==> src/sv/sdd_pkg.sv <==
// Shared types, constants and register codes for the sensor disconnect detector.
package sdd_pkg;

  // Field widths
  localparam int CH_W       = 2;
  localparam int ADC_W      = 24;
  localparam int CODE_SHIFT = 4;
  localparam int CODE_W     = ADC_W - CODE_SHIFT;
  localparam int THR_W      = 20;
  localparam int CNT_W      = 3;
  localparam int CFG_IDX_W  = 4;

  // Threshold registers exist for every channel slot the channel field can name
  localparam int NUM_THR = 1 << CH_W;

  // Defaults for the top-level parameters
  localparam int NUM_CHANNELS_DEF   = 4;
  localparam int DEBOUNCE_LIMIT_DEF = 5;

  // Debounce counter saturates here
  localparam logic [CNT_W-1:0] CNT_MAX = {CNT_W{1'b1}};

  // Threshold reset values
  localparam logic [THR_W-1:0] HI_THR_RST = {THR_W{1'b1}};
  localparam logic [THR_W-1:0] LO_THR_RST = '0;

  // Register map: high thresholds first, then low thresholds
  localparam logic [CFG_IDX_W-1:0] CFG_HI_THR_BASE = CFG_IDX_W'(0);
  localparam logic [CFG_IDX_W-1:0] CFG_LO_THR_BASE = CFG_IDX_W'(NUM_THR);
  localparam logic [CFG_IDX_W-1:0] CFG_END         = CFG_IDX_W'(2 * NUM_THR);

  // Per-channel link state, encoded as reported on the result channel
  typedef enum logic [1:0] {
    LINK_CONNECTED    = 2'd0,
    LINK_MAYBE_DISC   = 2'd1,
    LINK_DISCONNECTED = 2'd2,
    LINK_MAYBE_CONN   = 2'd3
  } link_state_t;

  // One entry of the per-channel state memory
  typedef struct packed {
    link_state_t        state;
    logic [CNT_W-1:0]   count;
    logic [THR_W-1:0]   hi_lat;
    logic [THR_W-1:0]   lo_lat;
  } entry_t;

  localparam entry_t ENTRY_RST = '{
    state:  LINK_CONNECTED,
    count:  '0,
    hi_lat: '0,
    lo_lat: '0
  };

  // Operands for one channel update
  typedef struct packed {
    entry_t             cur;
    logic [CODE_W-1:0]  code;
    logic [THR_W-1:0]   hi_thr;
    logic [THR_W-1:0]   lo_thr;
  } upd_req_t;

endpackage

==> src/sv/sdd_in_if.sv <==
// Sample channel: channel number and raw ADC sample with valid/ready.
interface sdd_in_if;
  logic                          valid;
  logic                          ready;
  logic [sdd_pkg::CH_W-1:0]      channel;
  logic [sdd_pkg::ADC_W-1:0]     adc_raw;

  modport source (output valid, output channel, output adc_raw, input ready);
  modport sink   (input valid, input channel, input adc_raw, output ready);
endinterface

==> src/sv/sdd_out_if.sv <==
// Status channel: channel number, fault flag and link state with valid/ready.
interface sdd_out_if;
  logic                          valid;
  logic                          ready;
  logic [sdd_pkg::CH_W-1:0]      out_channel;
  logic                          fault;
  logic [1:0]                    link_state;

  modport source (output valid, output out_channel, output fault, output link_state,
                  input ready);
  modport sink   (input valid, input out_channel, input fault, input link_state,
                  output ready);
endinterface

==> src/sv/sdd_cfg_if.sv <==
// Register write channel: index and data with valid/ready.
interface sdd_cfg_if;
  logic                              valid;
  logic                              ready;
  logic [sdd_pkg::CFG_IDX_W-1:0]     index;
  logic [sdd_pkg::THR_W-1:0]         data;

  modport source (output valid, output index, output data, input ready);
  modport sink   (input valid, input index, input data, output ready);
endinterface

==> src/sv/sdd_link_fsm.sv <==
// Next-entry logic for one channel: hysteresis compare and debounce count.
module sdd_link_fsm #(
  parameter int DEBOUNCE_LIMIT = sdd_pkg::DEBOUNCE_LIMIT_DEF
) (
  input  sdd_pkg::upd_req_t  req,
  output sdd_pkg::entry_t    nxt
);

  localparam logic [sdd_pkg::CNT_W-1:0] LIMIT = sdd_pkg::CNT_W'(DEBOUNCE_LIMIT);

  logic [sdd_pkg::CNT_W-1:0] cnt_inc;
  logic                      cnt_done;

  // Saturating count step
  assign cnt_inc  = (req.cur.count == sdd_pkg::CNT_MAX) ? req.cur.count
                                                        : req.cur.count + 1'b1;
  assign cnt_done = (cnt_inc > LIMIT);

  // Advance the channel's link state; the override compare has the last word
  always_comb begin
    nxt = req.cur;
    case (req.cur.state)
      sdd_pkg::LINK_CONNECTED: begin
        nxt.hi_lat = req.hi_thr;
        if (req.code > req.hi_thr) begin
          nxt.count = '0;
          nxt.state = sdd_pkg::LINK_MAYBE_DISC;
        end
      end
      sdd_pkg::LINK_MAYBE_DISC: begin
        nxt.count = cnt_inc;
        if (cnt_done) nxt.state = sdd_pkg::LINK_DISCONNECTED;
        if (req.code < req.cur.hi_lat) nxt.state = sdd_pkg::LINK_CONNECTED;
      end
      sdd_pkg::LINK_DISCONNECTED: begin
        nxt.lo_lat = req.lo_thr;
        if (req.code < req.lo_thr) begin
          nxt.count = '0;
          nxt.state = sdd_pkg::LINK_MAYBE_CONN;
        end
      end
      sdd_pkg::LINK_MAYBE_CONN: begin
        nxt.count = cnt_inc;
        if (cnt_done) nxt.state = sdd_pkg::LINK_CONNECTED;
        if (req.code > req.cur.lo_lat) nxt.state = sdd_pkg::LINK_DISCONNECTED;
      end
      default: begin
        nxt = req.cur;
      end
    endcase
  end

endmodule

==> src/sv/sensor_disconnect_detector_top.sv <==
// Top level of the sensor disconnect detector: state memory, pipeline and registers.
//
//  Channel   Dir  Handshake      Payload
//  in_if     in   valid/ready    channel[1:0], adc_raw[23:0]
//  out_if    out  valid/ready    out_channel[1:0], fault, link_state[1:0]
//  cfg_if    in   valid/ready    index[3:0], data[19:0] (ready always high)
//
// One sample per cycle sustained while the output is accepted; after its transfer a
// result passes the memory read register, then the update into the output register.
// Per-channel state sits in a one-read one-write memory; the entry written last is
// forwarded to the next read. A held output register stalls the update stage, which
// then stalls the input. Reset clears valid bits, pipeline and thresholds.
module sensor_disconnect_detector_top #(
  parameter int NUM_CHANNELS   = sdd_pkg::NUM_CHANNELS_DEF,
  parameter int DEBOUNCE_LIMIT = sdd_pkg::DEBOUNCE_LIMIT_DEF
) (
  input  logic              clk,
  input  logic              rst_n,
  sdd_in_if.sink            in_if,
  sdd_out_if.source         out_if,
  sdd_cfg_if.sink           cfg_if
);

  localparam int ADDR_W = (NUM_CHANNELS > 1) ? $clog2(NUM_CHANNELS) : 1;
  localparam logic [sdd_pkg::CH_W:0] NUM_CH_V = (sdd_pkg::CH_W + 1)'(NUM_CHANNELS);

  // Threshold registers
  logic [sdd_pkg::THR_W-1:0] hi_thr_r [sdd_pkg::NUM_THR];
  logic [sdd_pkg::THR_W-1:0] lo_thr_r [sdd_pkg::NUM_THR];

  // State memory, valid bits and forwarding register
  sdd_pkg::entry_t           mem [NUM_CHANNELS];
  logic [NUM_CHANNELS-1:0]   ent_vld_r;
  sdd_pkg::entry_t           rd_data_r;
  logic                      fwd_valid_r;
  logic [ADDR_W-1:0]         fwd_addr_r;
  sdd_pkg::entry_t           fwd_entry_r;

  // Update stage
  logic                          s1_valid_r, s1_valid_nxt;
  logic [sdd_pkg::CH_W-1:0]      s1_ch_r;
  logic [sdd_pkg::CODE_W-1:0]    s1_code_r;
  logic                          s1_in_range_r;
  logic                          s1_ent_vld_r;

  // Output register
  logic                          out_valid_r, out_valid_nxt;
  logic [sdd_pkg::CH_W-1:0]      out_ch_r;
  logic                          out_fault_r;
  sdd_pkg::link_state_t          out_state_r;

  logic                          in_fire;
  logic                          in_range;
  logic [ADDR_W-1:0]             rd_addr;
  logic [ADDR_W-1:0]             s1_addr;
  logic                          s1_adv;
  logic                          mem_we;
  sdd_pkg::upd_req_t             upd_req;
  sdd_pkg::entry_t               wr_entry;
  sdd_pkg::link_state_t          res_state;

  // Configuration writes; out-of-map indexes are dropped
  assign cfg_if.ready = 1'b1;

  always_ff @(posedge clk) begin
    if (!rst_n) begin
      for (int i = 0; i < sdd_pkg::NUM_THR; i++) begin
        hi_thr_r[i] <= sdd_pkg::HI_THR_RST;
        lo_thr_r[i] <= sdd_pkg::LO_THR_RST;
      end
    end else if (cfg_if.valid) begin
      if (cfg_if.index < sdd_pkg::CFG_LO_THR_BASE) begin
        hi_thr_r[cfg_if.index[sdd_pkg::CH_W-1:0]] <= cfg_if.data;
      end else if (cfg_if.index < sdd_pkg::CFG_END) begin
        lo_thr_r[cfg_if.index[sdd_pkg::CH_W-1:0]] <= cfg_if.data;
      end
    end
  end

  // Handshake and stage control
  assign in_fire      = in_if.valid && in_if.ready;
  assign in_range     = ({1'b0, in_if.channel} < NUM_CH_V);
  assign rd_addr      = in_range ? in_if.channel[ADDR_W-1:0] : '0;
  assign s1_addr      = s1_ch_r[ADDR_W-1:0];
  assign s1_adv       = s1_valid_r && (!out_valid_r || out_if.ready);
  assign mem_we       = s1_adv && s1_in_range_r;
  assign in_if.ready  = !s1_valid_r || s1_adv;

  always_comb begin
    s1_valid_nxt = s1_valid_r;
    if (in_fire)     s1_valid_nxt = 1'b1;
    else if (s1_adv) s1_valid_nxt = 1'b0;

    out_valid_nxt = out_valid_r;
    if (s1_adv)             out_valid_nxt = 1'b1;
    else if (out_if.ready)  out_valid_nxt = 1'b0;
  end

  always_ff @(posedge clk) begin
    if (!rst_n) begin
      s1_valid_r  <= 1'b0;
      out_valid_r <= 1'b0;
    end else begin
      s1_valid_r  <= s1_valid_nxt;
      out_valid_r <= out_valid_nxt;
    end
  end

  // Memory: registered read on transfer, write back on update
  always_ff @(posedge clk) begin
    if (mem_we) mem[s1_addr] <= wr_entry;
    if (in_fire) rd_data_r <= mem[rd_addr];
  end

  // Valid bits and the last written entry for forwarding
  always_ff @(posedge clk) begin
    if (!rst_n) begin
      ent_vld_r   <= '0;
      fwd_valid_r <= 1'b0;
    end else if (mem_we) begin
      ent_vld_r[s1_addr] <= 1'b1;
      fwd_valid_r        <= 1'b1;
    end
  end

  always_ff @(posedge clk) begin
    if (mem_we) begin
      fwd_addr_r  <= s1_addr;
      fwd_entry_r <= wr_entry;
    end
  end

  // Capture the sample into the update stage
  always_ff @(posedge clk) begin
    if (in_fire) begin
      s1_ch_r       <= in_if.channel;
      s1_code_r     <= in_if.adc_raw[sdd_pkg::ADC_W-1:sdd_pkg::CODE_SHIFT];
      s1_in_range_r <= in_range;
      s1_ent_vld_r  <= ent_vld_r[rd_addr];
    end
  end

  // Select the current entry: forwarded, stored, or reset value
  always_comb begin
    if (fwd_valid_r && (fwd_addr_r == s1_addr)) upd_req.cur = fwd_entry_r;
    else if (s1_ent_vld_r)                      upd_req.cur = rd_data_r;
    else                                        upd_req.cur = sdd_pkg::ENTRY_RST;
    upd_req.code   = s1_code_r;
    upd_req.hi_thr = hi_thr_r[s1_ch_r];
    upd_req.lo_thr = lo_thr_r[s1_ch_r];
  end

  sdd_link_fsm #(
    .DEBOUNCE_LIMIT (DEBOUNCE_LIMIT)
  ) u_link_fsm (
    .req (upd_req),
    .nxt (wr_entry)
  );

  // Load the result; absent channels report connected without fault
  assign res_state = s1_in_range_r ? wr_entry.state : sdd_pkg::LINK_CONNECTED;

  always_ff @(posedge clk) begin
    if (s1_adv) begin
      out_ch_r    <= s1_ch_r;
      out_state_r <= res_state;
      out_fault_r <= res_state inside {sdd_pkg::LINK_DISCONNECTED, sdd_pkg::LINK_MAYBE_CONN};
    end
  end

  assign out_if.valid       = out_valid_r;
  assign out_if.out_channel = out_ch_r;
  assign out_if.fault       = out_fault_r;
  assign out_if.link_state  = out_state_r;

  // Checks
  a_no_write_absent: assert property (@(posedge clk) disable iff (!rst_n)
    mem_we |-> ({1'b0, s1_ch_r} < NUM_CH_V))
    else $error("state memory written for an absent channel");

  a_stall_only_full: assert property (@(posedge clk) disable iff (!rst_n)
    !in_if.ready |-> (s1_valid_r && out_valid_r))
    else $error("input stalled while a stage was free");

  a_no_skip_debounce: assert property (@(posedge clk) disable iff (!rst_n)
    (mem_we && (upd_req.cur.state == sdd_pkg::LINK_CONNECTED)) |->
      (wr_entry.state != sdd_pkg::LINK_DISCONNECTED))
    else $error("link went from connected to disconnected without debounce");

  a_fwd_tracks_write: assert property (@(posedge clk) disable iff (!rst_n)
    mem_we |=> (fwd_valid_r && (fwd_addr_r == $past(s1_addr))))
    else $error("forwarding register missed a write-back");

endmodule
==> src/flat_wrapper.sv <==
// flat-port wrapper written by rule: the top's interface ports become plain ports
module sensor_disconnect_detector_top_flat 
#(
  parameter int NUM_CHANNELS   = sdd_pkg::NUM_CHANNELS_DEF,
  parameter int DEBOUNCE_LIMIT = sdd_pkg::DEBOUNCE_LIMIT_DEF
)
  (clk, rst_n, in_if_valid, in_if_channel, in_if_adc_raw, in_if_ready, out_if_valid, out_if_out_channel, out_if_fault, out_if_link_state, out_if_ready, cfg_if_valid, cfg_if_index, cfg_if_data, cfg_if_ready);
  sdd_in_if in_if_i ();
  sdd_out_if out_if_i ();
  sdd_cfg_if cfg_if_i ();
  input  logic clk;
  input  logic rst_n;
  input wire logic [$bits(in_if_i.valid)-1:0] in_if_valid;
  input wire logic [$bits(in_if_i.channel)-1:0] in_if_channel;
  input wire logic [$bits(in_if_i.adc_raw)-1:0] in_if_adc_raw;
  output wire logic [$bits(in_if_i.ready)-1:0] in_if_ready;
  output wire logic [$bits(out_if_i.valid)-1:0] out_if_valid;
  output wire logic [$bits(out_if_i.out_channel)-1:0] out_if_out_channel;
  output wire logic [$bits(out_if_i.fault)-1:0] out_if_fault;
  output wire logic [$bits(out_if_i.link_state)-1:0] out_if_link_state;
  input wire logic [$bits(out_if_i.ready)-1:0] out_if_ready;
  input wire logic [$bits(cfg_if_i.valid)-1:0] cfg_if_valid;
  input wire logic [$bits(cfg_if_i.index)-1:0] cfg_if_index;
  input wire logic [$bits(cfg_if_i.data)-1:0] cfg_if_data;
  output wire logic [$bits(cfg_if_i.ready)-1:0] cfg_if_ready;
  assign in_if_i.valid = in_if_valid;
  assign in_if_i.channel = in_if_channel;
  assign in_if_i.adc_raw = in_if_adc_raw;
  assign in_if_ready = in_if_i.ready;
  assign out_if_valid = out_if_i.valid;
  assign out_if_out_channel = out_if_i.out_channel;
  assign out_if_fault = out_if_i.fault;
  assign out_if_link_state = out_if_i.link_state;
  assign out_if_i.ready = out_if_ready;
  assign cfg_if_i.valid = cfg_if_valid;
  assign cfg_if_i.index = cfg_if_index;
  assign cfg_if_i.data = cfg_if_data;
  assign cfg_if_ready = cfg_if_i.ready;
  sensor_disconnect_detector_top #(.NUM_CHANNELS(NUM_CHANNELS), .DEBOUNCE_LIMIT(DEBOUNCE_LIMIT)) u_core (.clk(clk), .rst_n(rst_n), .in_if(in_if_i), .out_if(out_if_i), .cfg_if(cfg_if_i));
endmodule
==> config.mk <==
export PLATFORM = sky130hd
export DESIGN_NAME = sensor_disconnect_detector_top_flat
export DESIGN_NICKNAME = d
export VERILOG_FILES = /design/src/sv/sdd_pkg.sv /design/src/sv/sdd_in_if.sv /design/src/sv/sdd_out_if.sv /design/src/sv/sdd_cfg_if.sv /design/src/sv/sdd_link_fsm.sv /design/src/sv/sensor_disconnect_detector_top.sv /design/src/flat_wrapper.sv
export SDC_FILE = /design/constraint.sdc
export NUM_CORES = 1
export LEC_CHECK = 0
export BUFFER_PORTS_ARGS = -buffer_cell sky130_fd_sc_hd__buf_4
export CAP_MARGIN = 20
export CORE_ASPECT_RATIO = 2
export CORE_MARGIN = 1.5
export CORE_UTILIZATION = 30
export DETAILED_ROUTE_END_ITERATION = 6
export SLEW_MARGIN = 20
export SYNTH_ARGS = -nofsm -noshare
export SYNTH_HDL_FRONTEND = slang
export SYNTH_SLANG_ARGS = --single-unit
==> constraint.sdc <==
create_clock -name clk -period 13.3 [get_ports clk]
set_input_delay 1.33 -clock clk [delete_from_list [all_inputs] [get_ports clk]]
set_output_delay 1.33 -clock clk [all_outputs]
set_load 0.1 [all_outputs]
==> results.md, run 1 <==
* EDFF count, synth at 456
* GRT Util Overall at 13.70%
* Predominant post-synthesis flop cell: edfxtp_1
* Mapped Nets at 1,447
* WHS Endpoint: u_core.ent_vld_r[1]
* CTS root buf: clkbuf_16
* R2R cell count at 12
* Via count at 11,080
* Worst Setup End Kind: register
* Nets at 1,512
* Synth Warn # at 0
* Leak at 8.031 nW
* Global route total overflow at 0
* Diode count at 0
* H-tree depth at 2
* Worst Hold Launch: u_core.ent_vld_r[1]
* Avg Inst Size Synth at 15.28 um2
* Antenna viol nets, final at 0
* CP max FO at 28
* Clk pin slew, worst setup/hold paths at 60 ps
* Status: completed
* Die area at 68,540 um2
* Maximum root-to-sink buffer count at 3
* Count of input and output buffers at 57
* Pin count of the biggest net entering global routing at 54
* Post-CTS Setup Repair Bufs at 0
* Main combinational cell family by area after synthesis: multiplexers
* FF-to-FF setup slack at 8290 ps
* Initial antenna violation count at 0
* Fin crit share at 37.65%
* Worst skew pair latency at 570 ps
* Yosys cell types at 62
* RSZ-0062 raised after global routing: false
* Core Region at 66,390 um2
* Compound-cell area share of the yosys netlist at 4.926%
* Post-Synth Adder-Cell Area at 4.926%
* Xor and xnor area share after synthesis at 0.2494%
* Worst slew pin tran at 1104 ps
* Die W at 185.9 um
* Via density per instance at 4.827
* Hold_buf cts at 0
* Mux cell area share after synthesis at 9.870%
* Setup violations, final at 0
* Fmax at 199.7 MHz
* First-pass GRT wire length at 69.41 mm
* Total CTS buffers at 46
* Largest cells by area after synthesis: edfxtp_1 (68%), mux4_2 (9.7%), ha_1 (4.9%), nor2_1 (2.8%), a21oi_1 (2.8%)
* Commonest non-fill, non-tap cell in the layout: edfxtp_1
* Reg-to-Reg End: u_core.mem[2][44]
* Effective utilization at floorplan at 30.22%
* Count of final hold-check violations at 0
* Final slew viol count at 0
* Estimated wirelength of the detail-placed design at 28.79 mm
* Max-cap check violation count at 0
* Final clock skew at 12.86 ps
* Ports at 63
* Total wire length at 46.04 mm
* Post-layout min period at 5008 ps
* Pwr Density at 143.5 nW/um2
* Total negative slack at 0 ps
* DRT iter0 DRCs at 872
* Worst Hold Path Cells at 2
* Layout Cells excl Fill at 2,295
* Layout cells sized above 1 at 18.64%
* Synthesized flop and latch total at 465
* Startpoint types: register
* CP arrival at 5360 ps
* Ys async rst share at 0%
* Maximum VDD drop at 0.09993 mV
* Row cnt at 134
* Cts repair resizes at 0
* First-pass DRT Iterations at 4
* Worst R2R Start: u_core.s1_addr[1]
* Placed cells at 2,214
* DRC at 0
* CTS sink cnt at 465
* Mapped Cells at 1,313
* Syn-to-layout area delta at 14.50%
* Wire per inst at 20.06 um
* Share of the synthesized area in the top cell type at 68.24%
* Most frequent cells in the layout: edfxtp_1 (456), nor2_1 (146), nand2_1 (116)
* Crit Path Class: register to register
* Mapped cell area at 20,070 um2
* Leading area contributor after synthesis: edfxtp_1
* Simple-gate area share of the yosys netlist at 7.937%
* Rel. slew slack at 26.37%
* Worst path required time at 13,650 ps
* CTS tree: done
* Path category of the worst min-delay check: register to register
* Number of global-route vias before repair at 11,190
* Die Y at 368.8 um
* Final Wtd Congestion at 0.7817
* Seq/Total Area, Yosys at 69.14%
report_power, final:
part	internal [mW]	switching [mW]	leakage (nW)
combinational	0.120	0.219	2.93
sequential	1.71	0.0255	4.41
clock	0.697	0.527	0.692
total	2.53	0.771	8.03
layer usage:
layer  vias to the layer above  part of all wire [%]  routed length [um]  track usage, %
met5                         -                     0                   0               0
met4                         0                   2.8                1284           4.280
met3                        69                   6.2                2837           2.773
met2                       319                    47               21760           21.81
met1                      5590                    44               20160           18.71
li1                       5099                     -                   -               -
per-stage QoR:
step	utilization, %	total power, mW	hold slack [ps]	worst slack, ps	instance area, um2
5_1_grt	34.61	3.420	503.4	7954	22980
3_5_place_dp	32.49	2.109	461.0	8348	21570
2_1_floorplan	-	1.981	434.8	5659	20070
3_3_place_gp	32.49	2.101	444.2	8311	21570
6_report	34.61	3.298	469.9	8292	22980
4_1_cts	34.60	3.328	475.4	8331	22970
sequential cells by signal, summed over array words and instances (netlist names), named ones only:
| signal | count |
|---|---|
| u_core.ent_vld_r | 4 |
| u_core.rd_data_r | 45 |
| u_core.out_if.valid | 1 |
| u_core.hi_thr_r | 80 |
| u_core.fwd_valid_r | 1 |
| u_core.fwd_addr_r | 2 |
| u_core.s1_code_r | 20 |
| u_core.mem | 180 |
| u_core.out_if.fault | 1 |
| u_core.s1_valid_r | 1 |
| u_core.s1_ent_vld_r | 1 |
| u_core.fwd_entry_r | 45 |
| u_core.s1_addr | 2 |
| u_core.lo_thr_r | 80 |
cell usage after synthesis, drive strengths merged (2+ instances only):
master,number
o22ai,4
nand2b,4
a21oi,111
xnor2,2
a31oi,5
ha,79
nor3b,3
a211oi,2
nand4,14
nor2b,6
a21o,2
buf,18
edfxtp,456
nand2,116
dfxtp,9
nor2,149
or2,3
a211o,2
a21boi,2
a221oi,2
mux2,3
mux4,86
and3,39
o21a,2
o211ai,2
a2111oi,4
o21ai,22
xor2,2
nand3,8
inv,83
clkbuf,44
nor3,2
and4,6
how the worst max path moves through the flow:
stage               cells past startpoint         startpoint                      to  slack, ps
finish                                 12  u_core.s1_addr[1]       u_core.mem[2][44]       8290
floorplan                               3       out_if_ready        u_core.mem[0][0]       5660
global route                           12  u_core.s1_addr[0]       u_core.mem[2][44]       7950
global placement                       12  u_core.s1_addr[1]       u_core.mem[2][43]       8310
CTS                                    12  u_core.s1_addr[0]  u_core.fwd_entry_r[44]       8330
detailed placement                     12  u_core.s1_addr[0]       u_core.mem[2][43]       8350
cells by family after synthesis:
group                    after synthesis
buffers and inverters                146
other                                  1
multiplexers                          90
XOR/XNOR                               4
adder cells (fa/ha/maj)               79
AND/OR/NAND/NOR                      357
AO/OA/AOI/OAI                        171
flip-flops                           465
worst max-delay path: stages (launching register included):
cell	delay [ps]
edfxtp_1	580
xnor2_2	420
nand3_1	660
buf_4	500
and3_1	230
a21oi_1	200
ha_1	210
o21ai_0	120
a41oi_1	220
a2111oi_2	140
o41ai_1	930
a21oi_1	220
o22ai_1	360
layout make-up:
class                      instances  area, um2
clock buffer                      61       1249
fill                            6479      43420
inverter                          84      316.6
sequential                       465      13880
timing repair buffer              79      596.8
clock inverter                    20      150.1
multi-input combinational        702       5683
tap                              884       1106
No activity file was read; power rests on OpenSTA's default activity.
==> run 2, diff against run 1 <==
Settings changed: ABC_AREA set to 1.
Clock period 13.3 ns to 4.68 ns, I/O delays scaled along.
==> run 2 against run 1 <==
Effect of this change:
- clock skew is 14 ps higher
- design area is 2.4% higher
- worst setup slack worse by 7300 ps
- hold slack worse by 410 ps
- sequential power grew to 2.8 times the previous value
- via count is 25% higher
- core utilization hardly changed
- cell count is 20% higher
- die area is 2.8% higher
- clock power grew to 3.0 times the previous value
- non-clock buffer count is 12 higher
- critical path depth is 3 higher
- critical path type unchanged
- critical endpoint is now u_core.fwd_entry_r[43]
- largest cell class unchanged
==> results.md, run 2 <==
* Status: completed
* Diode count at 0
* Number of global-route vias before repair at 13,990
* Hold_buf cts at 0
* Nets at 1,963
* Mapped Nets at 1,921
* Avg Inst Size Synth at 11.55 um2
* Worst Setup End Kind: register
* Via count at 13,800
* Predominant post-synthesis flop cell: edfxtp_1
* Crit Path Class: register to register
* Commonest non-fill, non-tap cell in the layout: edfxtp_1
* Count of input and output buffers at 57
* Worst skew pair latency at 580 ps
* Seq/Total Area, Yosys at 67.24%
* DRT iter0 DRCs at 1,067
* Instance area after placement at 22,070 um2
* Biggest register: u_core.mem
* RSZ-0062 raised after global routing: false
* Multi-input combinational cell area at 5854 um2
* DRC at 0
* Total negative slack at 0 ps
* Die area at 70,460 um2
* GRT Util Overall at 15.39%
* Pin count of the biggest net entering global routing at 78
* CP max FO at 32
* Max-cap check violation count at 0
* Cts repair resizes at 0
* Clock power share at 37.6%
* Core Region at 67,900 um2
* Worst Hold Path Cells at 1
* Rel. slew slack at 26.57%
* Ports at 63
* Psw at 2.421 mW
* Most frequent cells in the layout: edfxtp_1 (456), nand2_1 (351), nor2_1 (209)
* # fillers at 6,683
* Final clock skew at 27.24 ps
* Fin crit share at 79.07%
* Worst path required time at 4940 ps
* Antenna viol nets, final at 0
* Worst R2R Start: u_core.s1_addr[1]
* Final slew viol count at 0
* Wire per inst at 19.91 um
* Initial antenna violation count at 1
* Synthesized flop and latch total at 465
* Via density per instance at 5.011
* Leading area contributor after synthesis: edfxtp_1
* Worst Hold Launch: in_if_adc_raw[22]
* Sw Ratio at 25.14%
* Post-CTS Setup Repair Bufs at 0
* Top cells by count, synth: edfxtp_1 (456), nand2_1 (351), nor2_1 (209)
* Die Y at 373.9 um
* Total wire length at 54.80 mm
* CP max-delay cell: edfxtp_1
* First-pass GRT wire length at 81.94 mm
* Startpoint types: register
* Worst slew pin tran at 1100 ps
* Largest registers: u_core.mem (180), u_core.hi_thr_r (80), u_core.lo_thr_r (80)
* Mapped Cells at 1,787
* Pwr Density at 409.4 nW/um2
* Ys async rst share at 0%
* Maximum VDD drop at 0.2369 mV
* CTS root buf: clkbuf_16
* Yosys cell types at 40
* CP arrival at 3960 ps
* Count of final hold-check violations at 0
* Synth Warn # at 0
* Setup violations, final at 0
* Effective utilization at floorplan at 30.39%
* Largest register FFs at 180
* Final WS setup at 979.7 ps
* Largest stage delay, worst path at 500 ps
* Setup slack at placement at 1005 ps
* Logic gate share of total power at 11.1%
* Leak at 8.565 nW
* Most common cell in the netlist: edfxtp_1
* Clk pin slew, worst setup/hold paths at 70 ps
* Fmax at 270.2 MHz
* Row cnt at 135
* Layout cells sized above 1 at 11.06%
* Largest cells by area after synthesis: edfxtp_1 (66%), nand2_1 (6.4%), ha_1 (4.8%), nor2_1 (3.8%), o21ai_0 (3.3%)
* Total CTS buffers at 42
* Maximum root-to-sink buffer count at 3
* CTS tree: done
* Critical Path, Cell by Cell: inv_1, nand2_1, nand2_2, nand3_4, buf_12, o21ai_0, inv_1, ha_1, a21oi_1, o21a_1, o21bai_1, a31oi_1, nand2_1, nand3_1, nand3_1
* Share of the synthesized area in the top cell type at 66.36%
* Reg-to-Reg End: u_core.fwd_entry_r[43]
* Flop pwr share at 51.3%
* Global route total overflow at 0
* Syn-to-layout area delta at 13.98%
* Fin area at 23,520 um2
* WHS Endpoint: u_core.s1_code_r[18]
* R2R cell count at 15
* Path category of the worst min-delay check: input pin to register
* Mapped cell area at 20,630 um2
* Estimated wirelength of the detail-placed design at 36.25 mm
* EDFF count, synth at 456
* Final Wtd Congestion at 0.8649
* Post-layout min period at 3700 ps
* H-tree depth at 2
* CTS sink cnt at 465
* Die W at 188.4 um
* FF-to-FF setup slack at 980 ps
* Register cell area after layout at 13,870 um2
* P_int at 7.208 mW
* First-pass DRT Iterations at 5
## run 2: per-layer routing
| layer | share of wire [%] | wire length (um) | vias to the layer above | track usage [%] |
|---|---|---|---|---|
| met4 | 4.2 | 2301 | 2 | 7.098 |
| met1 | 37 | 20260 | 6825 | 16.78 |
| met3 | 4.7 | 2599 | 128 | 1.970 |
| met2 | 54 | 29620 | 451 | 29.09 |
| met5 | 0.022 | 12 | - | 0 |
| li1 | - | - | 6390 | - |
## run 2: per-stage QoR
step | util, % | cells | hold slack, ps | total power [mW]
after floorplan | - | 1787 | 434.9 | 5.708
after global placement | 32.51 | 2675 | 445.8 | 6.059
after detailed placement | 32.51 | 2675 | 452.7 | 6.104
after CTS | 34.63 | 2753 | 36.93 | 9.701
after global routing | 34.63 | 2753 | 48.59 | 9.953
final | 34.63 | 2753 | 61.02 | 9.629
## run 2: worst max path at each step
| stage | startpoint | endpoint | slack, ps | cells past startpoint |
|---|---|---|---|---|
| floorplan | u_core.out_if.valid | u_core.mem[3][0] | 30 | 3 |
| detailed placement | u_core.s1_addr[1] | u_core.mem[1][43] | 1010 | 15 |
| global placement | u_core.s1_addr[1] | u_core.mem[0][44] | 1050 | 18 |
| CTS | u_core.s1_addr[1] | u_core.fwd_entry_r[43] | 970 | 15 |
| finish | u_core.s1_addr[1] | u_core.fwd_entry_r[43] | 980 | 15 |
| global route | u_core.s1_addr[1] | u_core.mem[1][44] | 700 | 17 |
## run 2: cell type report
cell class	count	share of cell area [%]
Inverter	138	2.235
Clock buffer	44	4.591
Sequential cell	465	59.00
Timing Repair Buffer	91	3.011
Clock inverter	34	1.538
Multi-Input combinational cell	1091	24.89
Tap cell	890	4.735
## run 2: power by group through the flow
stage	Combinational (mW)	Sequential [mW]	Clock, mW
2_1_floorplan	0.694	5.01	0
3_3_place_gp	1.04	5.02	0
3_5_place_dp	1.08	5.03	0
4_1_cts	1.08	4.94	3.68
5_1_grt	1.18	4.95	3.81
6_report	1.07	4.94	3.62
## run 2: kinds of logic after synthesis
| logic type | synth area share (%) |
|---|---|
| AOI/OAI and AO/OA | 10.45 |
| buffers and inverters | 4.542 |
| adders and majority gates | 4.791 |
| muxes | 0.3881 |
| DFF | 67.24 |
| and+or+nand+nor | 12.58 |
| other | 0.01817 |
## run 2: worst max-delay path: cells and delay by family, from the launching register on
family          cells  cell delay [ps]
compound gates      5             1150
fa+ha+maj           1              300
buf+inv             3              530
flops               1              500
simple gates        6              920
==> run 3, diff against run 2 <==
Clock period 4.68 ns to 3.5 ns, I/O delays scaled along.
==> run 3 against run 2 <==
Effect of this change:
- register-to-register slack lost 840 ps
- cell count grew 0.98%
- clock power grew 28%
- clock skew grew 13 ps
- sequential cell count is the same
- sequential share of layout area shrank 0.65 points
- largest power group unchanged
==> results.md, run 3 (synthesis results as in run 2) <==
* Fmax at 297.9 MHz
* Total wire length at 54.93 mm
* Biggest register: u_core.mem
* Flop pwr share at 52.0%
* P_int at 9.523 mW
* Largest registers: u_core.mem (180), u_core.hi_thr_r (80), u_core.lo_thr_r (80)
* Worst skew pair latency at 590 ps
* Via density per instance at 4.930
* Die W at 188.4 um
* Placed cells at 2,687
* Pin count of the biggest net entering global routing at 94
* Leak at 8.701 nW
* Worst Setup End Kind: register
* GRT Util Overall at 15.50%
* DRT iter0 DRCs at 1,184
* Crit path top cell by count: nand3_1
* First-pass GRT wire length at 82.92 mm
* Total CTS buffers at 40
* Effective utilization at floorplan at 30.39%
* Rel. slew slack at 25.32%
* CP arrival at 3630 ps
* DRC at 0
* Startpoint types: register
* Largest register FFs at 180
* CTS tree: done
* Number of global-route vias before repair at 13,940
* Pwr Density at 534.4 nW/um2
* Setup violations, final at 0
* Core Region at 67,900 um2
* Largest stage delay, worst path at 460 ps
* Final Wtd Congestion at 0.8462
* # fillers at 6,621
* Psw at 3.185 mW
* Die area at 70,460 um2
* Maximum VDD drop at 0.3069 mV
* Crit path max-delay family: compound AO/OA/AOI/OAI gates
* Register cell area after layout at 13,870 um2
* Count of input and output buffers at 57
* CTS root buf: clkbuf_16
* Logic gate share of total power at 11.6%
* Post-layout min period at 3356 ps
* Final slew viol count at 0
* Global route total overflow at 0
* Nets at 1,993
* Syn-to-layout area delta at 15.26%
* Row cnt at 135
* Path category of the worst min-delay check: input pin to register
* Clock power share at 36.4%
* Ports at 63
* Sw Ratio at 25.06%
* Commonest non-fill, non-tap cell in the layout: edfxtp_1
* Crit Path Class: register to register
* Clk pin slew, worst setup/hold paths at 70 ps
* Antenna viol nets, final at 0
* Most frequent cells in the layout: edfxtp_1 (456), nand2_1 (351), nor2_1 (209)
* Final clock skew at 39.99 ps
* Total power at 12.71 mW
* CTS sink cnt at 465
* Fin crit share at 95.89%
* CP Buf/Inv Count at 3
* Diode count at 0
* Worst slew pin tran at 1120 ps
* Status: completed
* Layout cells sized above 1 at 11.11%
* Count of final hold-check violations at 0
* Critical Path, Cell by Cell: inv_1, nand2_1, nand2_2, nand3_4, buf_4, nand3_1, o21ai_1, inv_1, ha_1, a21oi_1, o21a_1, o21bai_1, a31oi_2, nand2_1, nand3_1, nand3_1
* Initial antenna violation count at 0
* Wire per inst at 19.76 um
* Max-cap check violation count at 0
* Layout Cells excl Fill at 2,780
* Post-CTS Setup Repair Bufs at 0
* Die Y at 373.9 um
* Worst path required time at 3770 ps
* RSZ-0062 raised after global routing: false
* Maximum root-to-sink buffer count at 3
* First-pass DRT Iterations at 5
* Estimated wirelength of the detail-placed design at 36.07 mm
* H-tree depth at 2
* CP max-delay cell: edfxtp_1
* Multi-input combinational cell area at 5868 um2
* CP max FO at 27
* Via count at 13,710
## run 3: changes by cell type in the layout (fill, tap and decap cells not counted), moves of 2 or more
| cell | previous run | this run |
|---|---|---|
| inv_6 | 0 | 3 |
| clkbuf_16 | 43 | 40 |
| clkinv_4 | 2 | 0 |
| clkinvlp_4 | 6 | 0 |
| buf_12 | 2 | 7 |
| clkbuf_1 | 1 | 4 |
| dlygate4sd3_1 | 0 | 20 |
| buf_4 | 89 | 96 |
## run 3: stage by stage
stage | TNS (ps) | setup slack, ps | area (um2) | hold WS [ps] | util [%]
3_5_place_dp | 0 | 54.89 | 22240 | 458.2 | 32.75
3_3_place_gp | 0 | 121.2 | 22240 | 445.0 | 32.75
2_1_floorplan | -229680 | -1151 | 20630 | 434.9 | -
5_1_grt | 0 | 14.43 | 23780 | 33.99 | 35.02
6_report | 0 | 143.7 | 23780 | 37.34 | 35.02
4_1_cts | 0 | 19.04 | 23770 | 10.12 | 35.01
## run 3: repair_timing
action	4_1_cts	5_1_grt
hold buffers	20	0
hold endpoints to repair	20	0
endpoints found under the setup margin	0	25
resized for setup	0	4
## run 3: layer usage
layer	global-route usage, %	vias up	wire length, um
met5	0	-	0
met4	8.011	0	2675
met2	28.76	421	29130
met1	17.24	6693	20860
li1	-	6454	-
met3	1.642	137	2267
## run 3: worst paths after layout
path	slack (ps)	end	cells past startpoint	startpoint
worst max-delay path	140	u_core.fwd_entry_r[43]	16	u_core.s1_addr[1]
worst max register to register	140	u_core.fwd_entry_r[43]	16	u_core.s1_addr[1]
worst min-delay path	40	u_core.hi_thr_r[3][11]	3	cfg_if_data[11]
worst min register to register	480	u_core.ent_vld_r[3]	1	u_core.ent_vld_r[3]
## run 3: power by group through the flow
stage          Clock [mW]  Combinational, mW  Sequential [mW]
6_report             4.63               1.48             6.60
5_1_grt              4.89               1.64             6.62
2_1_floorplan           0              0.928             6.70
4_1_cts              4.70               1.49             6.60
3_3_place_gp            0               1.42             6.71
3_5_place_dp            0               1.47             6.72
## run 3: cell type report
type	instances	area share (%)
well taps	890	4.682
clock buffers	44	4.272
multi-input cells	1091	24.68
repair buffers	123	4.462
flip-flops and latches	465	58.34
inverters	138	2.215
clock inverters	29	1.352
## run 3: worst register-to-register path, cell delays in order (launching register included)
cell	delay, ps
edfxtp_1	460
inv_1	130
nand2_1	90
nand2_2	100
nand3_4	110
buf_4	290
nand3_1	120
o21ai_1	130
inv_1	70
ha_1	290
a21oi_1	220
o21a_1	270
o21bai_1	130
a31oi_2	270
nand2_1	140
nand3_1	100
nand3_1	150
